==> config.mk <==
export PLATFORM = sky130hd
export DESIGN_NAME = fat_free_run_scanner
export DESIGN_NICKNAME = d
export VERILOG_FILES = /design/src/ffrs_pkg.sv /design/src/ffrs_regs.sv /design/src/ffrs_ctrl.sv /design/src/ffrs_dp.sv /design/src/fat_free_run_scanner.sv
export SDC_FILE = /design/constraint.sdc
export NUM_CORES = 2
export LEC_CHECK = 0
export BUFFER_PORTS_ARGS = -buffer_cell sky130_fd_sc_hd__buf_2
export CORE_UTILIZATION = 55
export CTS_BUF_LIST = sky130_fd_sc_hd__clkbuf_4
export DETAILED_ROUTE_END_ITERATION = 16
export PLACE_DENSITY = 0.78
export SYNTH_ARGS = -nofsm -noshare
export SYNTH_HDL_FRONTEND = slang
export SYNTH_HIERARCHICAL = 1
export SYNTH_SLANG_ARGS = --single-unit
==> constraint.sdc <==
create_clock -name clk -period 31.3 [get_ports clk]
set_input_delay 7.825 -clock clk [delete_from_list [all_inputs] [get_ports clk]]
set_output_delay 7.825 -clock clk [all_outputs]
set_load 0.005 [all_outputs]
==> src/ffrs_pkg.sv <==
package ffrs_pkg;

  localparam int COUNT_WIDTH = 32;
  localparam int CB_W        = 21;
  localparam int SIZE_W      = 48;
  localparam int PROD_W      = COUNT_WIDTH + CB_W;
  localparam int ADDR_W      = 4;

  typedef logic [COUNT_WIDTH-1:0] cnt_t;
  typedef logic [SIZE_W-1:0]      size_t48_t;

  // table entry formats
  localparam logic [1:0] KIND_FAT12 = 2'd0;
  localparam logic [1:0] KIND_FAT16 = 2'd1;
  localparam logic [1:0] KIND_FAT32 = 2'd2;

  // register indexes
  localparam logic [1:0] REG_FAT_KIND     = 2'd0;
  localparam logic [1:0] REG_SECT_PER_CL  = 2'd1;
  localparam logic [1:0] REG_BYTES_PER_SC = 2'd2;
  localparam logic [1:0] REG_MIN_FREE_RUN = 2'd3;

  localparam logic [1:0]  FAT_KIND_RST     = KIND_FAT16;
  localparam logic [7:0]  SECT_PER_CL_RST  = 8'd8;
  localparam logic [12:0] BYTES_PER_SC_RST = 13'd512;
  localparam logic [15:0] MIN_FREE_RUN_RST = 16'd100;

  localparam logic RES_RUN     = 1'b0;
  localparam logic RES_SUMMARY = 1'b1;

  typedef struct packed {
    logic [1:0]  fat_kind;
    logic [7:0]  cl_sectors;
    logic [12:0] sect_bytes;
    logic [15:0] min_free_run;
  } cfg_t;

  typedef enum logic [3:0] {
    ST_IDLE,
    ST_E0,
    ST_E1,
    ST_PREP,
    ST_MTOT,
    ST_MUSED,
    ST_MLU,
    ST_SAT,
    ST_EM0,
    ST_EM1,
    ST_EMS
  } state_t;

  typedef enum logic [2:0] {
    SUM_NONE,
    SUM_PREP,
    SUM_TOT,
    SUM_USED,
    SUM_LU,
    SUM_SAT
  } sum_op_t;

  typedef enum logic [1:0] {
    OSEL_REC0,
    OSEL_REC1,
    OSEL_SUM
  } out_sel_t;

  typedef struct packed {
    logic     ld_item;
    logic     step0;
    logic     step1;
    sum_op_t  sum_op;
    logic     out_load;
    out_sel_t out_sel;
    logic     out_last;
  } cmd_t;

  typedef struct packed {
    logic two;
    logic end_flag;
    logic rec0_v;
    logic rec1_v;
    logic out_free;
  } status_t;

endpackage

==> src/ffrs_regs.sv <==
module ffrs_regs (
  input  logic                         clk,
  input  logic                         rst,
  input  logic                         psel,
  input  logic                         penable,
  input  logic                         pwrite,
  input  logic [ffrs_pkg::ADDR_W-1:0]  paddr,
  input  logic [31:0]                  pwdata,
  output logic [31:0]                  prdata,
  output logic                         pready,
  output ffrs_pkg::cfg_t               cfg
);
  import ffrs_pkg::*;

  logic [1:0] idx;

  assign idx    = paddr[ADDR_W-1:2];
  assign pready = 1'b1;

  always_ff @(posedge clk) begin
    if (rst) begin
      cfg.fat_kind     <= FAT_KIND_RST;
      cfg.cl_sectors   <= SECT_PER_CL_RST;
      cfg.sect_bytes   <= BYTES_PER_SC_RST;
      cfg.min_free_run <= MIN_FREE_RUN_RST;
    end else if (psel && penable && pwrite) begin
      unique case (idx)
        REG_FAT_KIND:     cfg.fat_kind     <= pwdata[1:0];
        REG_SECT_PER_CL:  cfg.cl_sectors   <= pwdata[7:0];
        REG_BYTES_PER_SC: cfg.sect_bytes   <= pwdata[12:0];
        REG_MIN_FREE_RUN: cfg.min_free_run <= pwdata[15:0];
        default: ;
      endcase
    end
  end

  always_comb begin
    unique case (idx)
      REG_FAT_KIND:     prdata = {30'd0, cfg.fat_kind};
      REG_SECT_PER_CL:  prdata = {24'd0, cfg.cl_sectors};
      REG_BYTES_PER_SC: prdata = {19'd0, cfg.sect_bytes};
      REG_MIN_FREE_RUN: prdata = {16'd0, cfg.min_free_run};
      default:          prdata = 32'd0;
    endcase
  end

endmodule

==> src/ffrs_ctrl.sv <==
module ffrs_ctrl (
  input  logic              clk,
  input  logic              rst,
  input  logic              in_valid,
  output logic              in_ready,
  input  ffrs_pkg::status_t sts,
  output ffrs_pkg::cmd_t    cmd
);
  import ffrs_pkg::*;

  state_t state, state_next;

  always_ff @(posedge clk) begin
    if (rst) begin
      state <= ST_IDLE;
    end else begin
      state <= state_next;
    end
  end

  always_comb begin
    state_next   = state;
    in_ready     = 1'b0;
    cmd.ld_item  = 1'b0;
    cmd.step0    = 1'b0;
    cmd.step1    = 1'b0;
    cmd.sum_op   = SUM_NONE;
    cmd.out_load = 1'b0;
    cmd.out_sel  = OSEL_REC0;
    cmd.out_last = 1'b0;
    unique case (state)
      ST_IDLE: begin
        in_ready = 1'b1;
        if (in_valid) begin
          cmd.ld_item = 1'b1;
          state_next  = ST_E0;
        end
      end
      ST_E0: begin
        cmd.step0 = 1'b1;
        if (sts.two) begin
          state_next = ST_E1;
        end else if (sts.end_flag) begin
          state_next = ST_PREP;
        end else begin
          state_next = ST_EM0;
        end
      end
      ST_E1: begin
        cmd.step1  = 1'b1;
        state_next = sts.end_flag ? ST_PREP : ST_EM0;
      end
      ST_PREP: begin
        cmd.sum_op = SUM_PREP;
        state_next = ST_MTOT;
      end
      ST_MTOT: begin
        cmd.sum_op = SUM_TOT;
        state_next = ST_MUSED;
      end
      ST_MUSED: begin
        cmd.sum_op = SUM_USED;
        state_next = ST_MLU;
      end
      ST_MLU: begin
        cmd.sum_op = SUM_LU;
        state_next = ST_SAT;
      end
      ST_SAT: begin
        cmd.sum_op = SUM_SAT;
        state_next = ST_EM0;
      end
      ST_EM0: begin
        if (!sts.rec0_v) begin
          state_next = ST_EM1;
        end else if (sts.out_free) begin
          cmd.out_load = 1'b1;
          cmd.out_sel  = OSEL_REC0;
          cmd.out_last = !sts.rec1_v && !sts.end_flag;
          state_next   = ST_EM1;
        end
      end
      ST_EM1: begin
        if (!sts.rec1_v) begin
          state_next = sts.end_flag ? ST_EMS : ST_IDLE;
        end else if (sts.out_free) begin
          cmd.out_load = 1'b1;
          cmd.out_sel  = OSEL_REC1;
          cmd.out_last = !sts.end_flag;
          state_next   = sts.end_flag ? ST_EMS : ST_IDLE;
        end
      end
      ST_EMS: begin
        if (sts.out_free) begin
          cmd.out_load = 1'b1;
          cmd.out_sel  = OSEL_SUM;
          cmd.out_last = 1'b1;
          state_next   = ST_IDLE;
        end
      end
      default: state_next = ST_IDLE;
    endcase
  end

endmodule

==> src/ffrs_dp.sv <==
module ffrs_dp (
  input  logic                clk,
  input  logic                rst,
  input  ffrs_pkg::cfg_t      cfg,
  input  ffrs_pkg::cmd_t      cmd,
  output ffrs_pkg::status_t   sts,
  input  logic [31:0]         raw_entry,
  input  logic [1:0]          pair_valid,
  input  logic                table_end,
  output logic                out_valid,
  input  logic                out_ready,
  output logic                result_kind,
  output logic [31:0]         run_first,
  output logic [31:0]         run_final,
  output logic [47:0]         total_bytes,
  output logic [47:0]         used_bytes,
  output logic [47:0]         last_used_bytes,
  output logic                last
);
  import ffrs_pkg::*;

  // latched item
  logic [31:0] raw_q;
  logic        two_q;
  logic        end_q;

  // scan state
  logic in_run;
  cnt_t run_start;
  cnt_t run_span;
  cnt_t entries_seen;
  cnt_t zero_entries;
  cnt_t last_used_index;

  // run records of the current item
  logic [1:0] rec_v;
  cnt_t       rec_first [2];
  cnt_t       rec_final [2];

  // summary arithmetic
  logic [CB_W-1:0]   cb;
  logic [PROD_W-1:0] prod;
  cnt_t              cnt_q;
  cnt_t              used_q;
  cnt_t              lu_q;
  size_t48_t         tot_b;
  size_t48_t         used_b;

  logic  step;
  logic  slot;
  logic  ent_nz;
  logic  ent_end;
  logic  close_hit;
  cnt_t  c_prev;
  cnt_t  mul_op;
  size_t48_t prod_sat;

  assign step    = cmd.step0 || cmd.step1;
  assign slot    = cmd.step1;
  assign ent_end = cmd.step1 ? end_q : (end_q && !two_q);
  assign c_prev  = entries_seen - cnt_t'(1);
  assign close_hit = in_run && (run_span > cnt_t'(cfg.min_free_run));
  assign prod_sat  = (|prod[PROD_W-1:SIZE_W]) ? {SIZE_W{1'b1}} : prod[SIZE_W-1:0];

  always_comb begin
    if (cmd.step1) begin
      ent_nz = |raw_q[23:12];
    end else begin
      case (cfg.fat_kind)
        KIND_FAT12: ent_nz = |raw_q[11:0];
        KIND_FAT16: ent_nz = |raw_q[15:0];
        default:    ent_nz = |raw_q[27:0];
      endcase
    end
  end

  always_comb begin
    case (cmd.sum_op)
      SUM_TOT:  mul_op = cnt_q;
      SUM_USED: mul_op = used_q;
      default:  mul_op = lu_q;
    endcase
  end

  always_ff @(posedge clk) begin
    if (cmd.ld_item) begin
      raw_q <= raw_entry;
      two_q <= (cfg.fat_kind == KIND_FAT12) && pair_valid[1];
      end_q <= table_end;
    end
  end

  always_ff @(posedge clk) begin
    if (rst) begin
      in_run          <= 1'b0;
      run_start       <= '0;
      run_span        <= '0;
      entries_seen    <= '0;
      zero_entries    <= '0;
      last_used_index <= '0;
      rec_v           <= '0;
    end else begin
      if (cmd.ld_item) begin
        rec_v <= '0;
      end
      if (step) begin
        entries_seen <= entries_seen + cnt_t'(1);
        if (ent_nz) begin
          if (close_hit) begin
            rec_v[slot]     <= 1'b1;
            rec_first[slot] <= run_start;
            rec_final[slot] <= c_prev;
          end
          in_run          <= 1'b0;
          last_used_index <= entries_seen;
        end else begin
          zero_entries <= zero_entries + cnt_t'(1);
          if (!in_run) begin
            in_run    <= 1'b1;
            run_start <= entries_seen;
            run_span  <= '0;
          end else begin
            run_span <= run_span + cnt_t'(1);
          end
          if (ent_end) begin
            rec_v[slot]     <= 1'b1;
            rec_first[slot] <= in_run ? run_start : entries_seen;
            rec_final[slot] <= entries_seen;
          end
        end
      end
      if (cmd.sum_op == SUM_SAT) begin
        in_run          <= 1'b0;
        run_start       <= '0;
        run_span        <= '0;
        entries_seen    <= '0;
        zero_entries    <= '0;
        last_used_index <= '0;
      end
    end
  end

  // summary: saturating counts, then one shared multiplier, then clamp to 48 bits
  always_ff @(posedge clk) begin
    cb <= CB_W'(cfg.cl_sectors) * CB_W'(cfg.sect_bytes);
    case (cmd.sum_op)
      SUM_PREP: begin
        cnt_q <= (entries_seen >= cnt_t'(2)) ? entries_seen - cnt_t'(2) : '0;
        lu_q  <= (last_used_index >= cnt_t'(1)) ? last_used_index - cnt_t'(1) : '0;
      end
      SUM_TOT: begin
        prod   <= PROD_W'(mul_op * cb);
        used_q <= (cnt_q >= zero_entries) ? cnt_q - zero_entries : '0;
      end
      SUM_USED: begin
        tot_b <= prod_sat;
        prod  <= PROD_W'(mul_op * cb);
      end
      SUM_LU: begin
        used_b <= prod_sat;
        prod   <= PROD_W'(mul_op * cb);
      end
      default: ;
    endcase
  end

  // output register: hold until taken
  always_ff @(posedge clk) begin
    if (rst) begin
      out_valid <= 1'b0;
    end else if (cmd.out_load) begin
      out_valid <= 1'b1;
    end else if (out_ready) begin
      out_valid <= 1'b0;
    end
  end

  always_ff @(posedge clk) begin
    if (cmd.out_load) begin
      last <= cmd.out_last;
      if (cmd.out_sel == OSEL_SUM) begin
        result_kind     <= RES_SUMMARY;
        run_first       <= '0;
        run_final       <= '0;
        total_bytes     <= tot_b;
        used_bytes      <= used_b;
        last_used_bytes <= prod_sat;
      end else begin
        result_kind     <= RES_RUN;
        run_first       <= 32'(rec_first[cmd.out_sel == OSEL_REC1]);
        run_final       <= 32'(rec_final[cmd.out_sel == OSEL_REC1]);
        total_bytes     <= '0;
        used_bytes      <= '0;
        last_used_bytes <= '0;
      end
    end
  end

  assign sts.two      = two_q;
  assign sts.end_flag = end_q;
  assign sts.rec0_v   = rec_v[0];
  assign sts.rec1_v   = rec_v[1];
  assign sts.out_free = !out_valid || out_ready;

endmodule

==> src/fat_free_run_scanner.sv <==
// Each item is decoded one table entry per cycle (a second only for a FAT12 pair),
// then its run records leave through the output register, one per cycle when taken.
// An item that ends the table runs the summary states PREP, MTOT, MUSED, MLU and SAT
// before its records, using the one shared cluster-size multiplier three times, and
// loads the summary after them. New items are taken only in the idle state.
// Reset (rst, sync, high) clears the scan state and output valid, restores defaults.
module fat_free_run_scanner (
  input  logic                         clk,
  input  logic                         rst,
  input  logic                         psel,
  input  logic                         penable,
  input  logic                         pwrite,
  input  logic [ffrs_pkg::ADDR_W-1:0]  paddr,
  input  logic [31:0]                  pwdata,
  output logic [31:0]                  prdata,
  output logic                         pready,
  input  logic                         in_valid,
  output logic                         in_ready,
  input  logic [31:0]                  raw_entry,
  input  logic [1:0]                   pair_valid,
  input  logic                         table_end,
  output logic                         out_valid,
  input  logic                         out_ready,
  output logic                         result_kind,
  output logic [31:0]                  run_first,
  output logic [31:0]                  run_final,
  output logic [47:0]                  total_bytes,
  output logic [47:0]                  used_bytes,
  output logic [47:0]                  last_used_bytes,
  output logic                         last
);
  import ffrs_pkg::*;

  cfg_t    cfg;
  cmd_t    cmd;
  status_t sts;

  ffrs_regs u_regs (
    .clk     (clk),
    .rst     (rst),
    .psel    (psel),
    .penable (penable),
    .pwrite  (pwrite),
    .paddr   (paddr),
    .pwdata  (pwdata),
    .prdata  (prdata),
    .pready  (pready),
    .cfg     (cfg)
  );

  ffrs_ctrl u_ctrl (
    .clk      (clk),
    .rst      (rst),
    .in_valid (in_valid),
    .in_ready (in_ready),
    .sts      (sts),
    .cmd      (cmd)
  );

  ffrs_dp u_dp (
    .clk             (clk),
    .rst             (rst),
    .cfg             (cfg),
    .cmd             (cmd),
    .sts             (sts),
    .raw_entry       (raw_entry),
    .pair_valid      (pair_valid),
    .table_end       (table_end),
    .out_valid       (out_valid),
    .out_ready       (out_ready),
    .result_kind     (result_kind),
    .run_first       (run_first),
    .run_final       (run_final),
    .total_bytes     (total_bytes),
    .used_bytes      (used_bytes),
    .last_used_bytes (last_used_bytes),
    .last            (last)
  );

endmodule
==> metrics <==
Pleak 28.0 nW; slew of the pin with the lowest slew margin 1.27 ns; met2 Usage GRT 0.447; row count 121; # Max-Cap Violations 0; routed len/inst 18.7 um; Synth area leaders edfxtp_1 30%, fa_1 21%, dfxtp_1 7.5%, and2_1 5.8%, ha_1 5.4%; outcome completed; GRT Util Overall 0.263; Design Area, Final 66,300 um2; Synth Area per Inst 10.3 um2; Starting Density 0.557; Vias 42,800; Warnings, synthesis 6; total gr overflow 0; worst path cell trace buf_2 -> nor2b_2 -> a22o_1 -> buf_2; fin crit share 0.546; post-CTS setup buffer count 0; crit start category primary input; total power 0.00306 W; Root Buffer clkbuf_4; worst clock skew 0.0732 ns; CTS tree built; antenna violations before repair 3; most numerous cell in the Yosys netlist inv_1; vias per cell 5.50; GR peak layer met2; CP delay by family, top buffers and inverters; area of the die 112,000 um2; Fmax achieved 58.5 MHz; fin crit period 17.09 ns; grt met1 use 0.334; worst vdd ir 0.0584 mV; final slew viol count 0; worst path buffer plus inverter count 2; Port Buf Inserts 282; vias in the first global route 44,000; Critical Path RT 23.48 ns; final hold viol count 0; worst setup path category in2out; largest net degree at the start of global routing 151; ys flop type edfxtp_1; Worst setup EP type output pin; WL final 145,000 um; relative slew slack 0.154; Post-Place Cell Area 63,500 um2; Worst-Skew Late Latency 1.05 ns; RD Place Congestion 0.936; layout cells sized above 1 0.124; clock sinks 841; Crit path arrival time 9.27 ns; Remaining DRCs 0; post_cts resized 0; footprint of the multi-input gates 33,800 um2; unrepaired setup endpoints after global routing no; Post-Synthesis Cells 5,889; Most common cell on crit path buf_2; TritonCTS Buffers 203; sequential share of the synthesized area 0.377; FF+latch area 23,000 um2; CORE AREA 109,000 um2; Die Height 335 um; CP Max Fanout 26; CP max stage cell nor2b_2; Synth top cells by count 774 x inv_1, 713 x nand2_1, 634 x fa_1; first-pass GRT wire length 232,000 um; CTS max path bufs 3; Mapped Area 60,900 um2; cell taking the most area after synthesis edfxtp_1; DP HPWL 104,000 um; num ports 323; Die Span X 335 um; number of hold buffers added after CTS 0; setup TNS 0 ns; nets 7,095; FF+latch count, synth 841; Setup Viol. Count Final 0; Synth-to-Final Area Change 8.93%; # fillers 8,826; Hold WC Path Type reg2reg; Post-synth EDFFs 613; Clock transition at path regs 0.06 ns; GR Util met3 0.0468; DRT Pass-1 Iters 6; ys async rst share 0; crit-path max cell delay 0.52 ns; Pwr Density 46.2 nW/um2; H-tree Lvls 4; post-synth top area share 0.302; Hold Worst Slack 0.456 ns; antenna-violating nets left 0; Distinct cells, synth 85; Detailed Route Iter0 Violations 3,171
worst reg2reg max path: cells and delay by family (launching register included):
kind,cells,cell delay [ns]
buffers and inverters,7,0.96
flip-flops,1,0.51
AND/OR/NAND/NOR,5,1.25
AO/OA/AOI/OAI,8,2.54
XOR/XNOR,1,0.10
adder cells (fa/ha/maj),8,3.90
state kept, by name (all words and copies together) (netlist names), 32 cells and up:
| signal | count |
|---|---|
| u_dp/prod | 53 |
| u_dp/run_span | 32 |
| u_dp/rec_final | 64 |
| u_dp/cnt_q | 32 |
| u_dp/run_first | 32 |
| u_dp/used_q | 32 |
| u_dp/last_used_bytes | 48 |
| u_regs/cfg | 39 |
| u_dp/tot_b | 48 |
| u_dp/lu_q | 32 |
| u_dp/last_used_index | 32 |
| u_dp/used_b | 48 |
| u_dp/entries_seen | 32 |
| u_dp/run_start | 32 |
| u_dp/zero_entries | 32 |
| u_dp/rec_first | 64 |
| u_dp/used_bytes | 48 |
| u_dp/total_bytes | 48 |
| u_dp/run_final | 32 |
power breakdown:
part	internal, W	switching (W)	total, W	leakage, nW
registers	0.00128	0.0000289	0.00131	7.13
logic	0.000261	0.000535	0.000795	19.2
clock network	0.000512	0.000452	0.000964	1.66
total	0.00205	0.00102	0.00306	28.0
area by class of cell:
| class | instances | share of cell area |
|---|---|---|
| Sequential cell | 841 | 0.346 |
| Clock buffer | 301 | 0.0341 |
| Timing Repair Buffer | 357 | 0.0299 |
| Inverter | 775 | 0.0438 |
| Multi-Input combinational cell | 3943 | 0.509 |
| Clock inverter | 78 | 0.00885 |
| Antenna cell | 5 | 0.000189 |
| Tap cell | 1476 | 0.0278 |
worst paths after layout:
| kind | slack [ns] | from | endpoint | cells after the start |
|---|---|---|---|---|
| min | 0.46 | u_dp/run_start[27] | u_dp/run_start[27] | 2 |
| max reg2reg | 21.77 | u_ctrl/state[2] | u_dp/prod[50] | 29 |
| max | 14.21 | paddr[2] | prdata[2] | 4 |
| min reg2reg | 0.46 | u_dp/run_start[27] | u_dp/run_start[27] | 2 |
per-stage QoR:
step / cells / util / worst slack, ns
2_1_floorplan: 5904 / - / 6.79
3_3_place_gp: 7392 / 0.581 / 14.25
3_5_place_dp: 7392 / 0.581 / 14.21
4_1_cts: 7771 / 0.607 / 14.21
5_1_grt: 7776 / 0.607 / 14.15
6_report: 7776 / 0.607 / 14.21
cell usage in the layout, fill, tap and decap left out, types with 25 or more instances in the layout:
cell and instances:
inv_1 774, nand2_1 713, fa_1 634, edfxtp_1 613, and2_1 568, nor2_1 311, clkbuf_4 301, buf_2 282
ha_1 262, dfxtp_1 217, a21oi_1 176, xnor2_1 161, o21ai_0 157, mux2i_1 130, xor2_1 102, buf_4 74
or3_1 74, nand3_1 72, a21o_1 55, clkinv_1 52, nand2b_1 52, nand4_1 48, nor3_1 47, mux2_2 38
o21ai_1 32, nor2b_1 30, nor4_1 27, and3_1 25
cell families after synthesis:
kind of cell | share of synthesized area
DFF | 0.377
adders and majority gates | 0.262
muxes | 0.0299
xor gates and xnor gates | 0.0378
other | 0.000123
and+or+nand+nor | 0.167
AOI/OAI and AO/OA | 0.0548
buffers and inverters | 0.0713
layer usage:
metal  share of wire  up-vias  routed length [um]
met5               0        -                   0
met4           0.033        0                4840
met3           0.079      335               11400
met2            0.49     1777               71300
met1            0.40    21100               57800
li1                -    19500                   -
No activity file was read; power rests on OpenSTA's default activity.
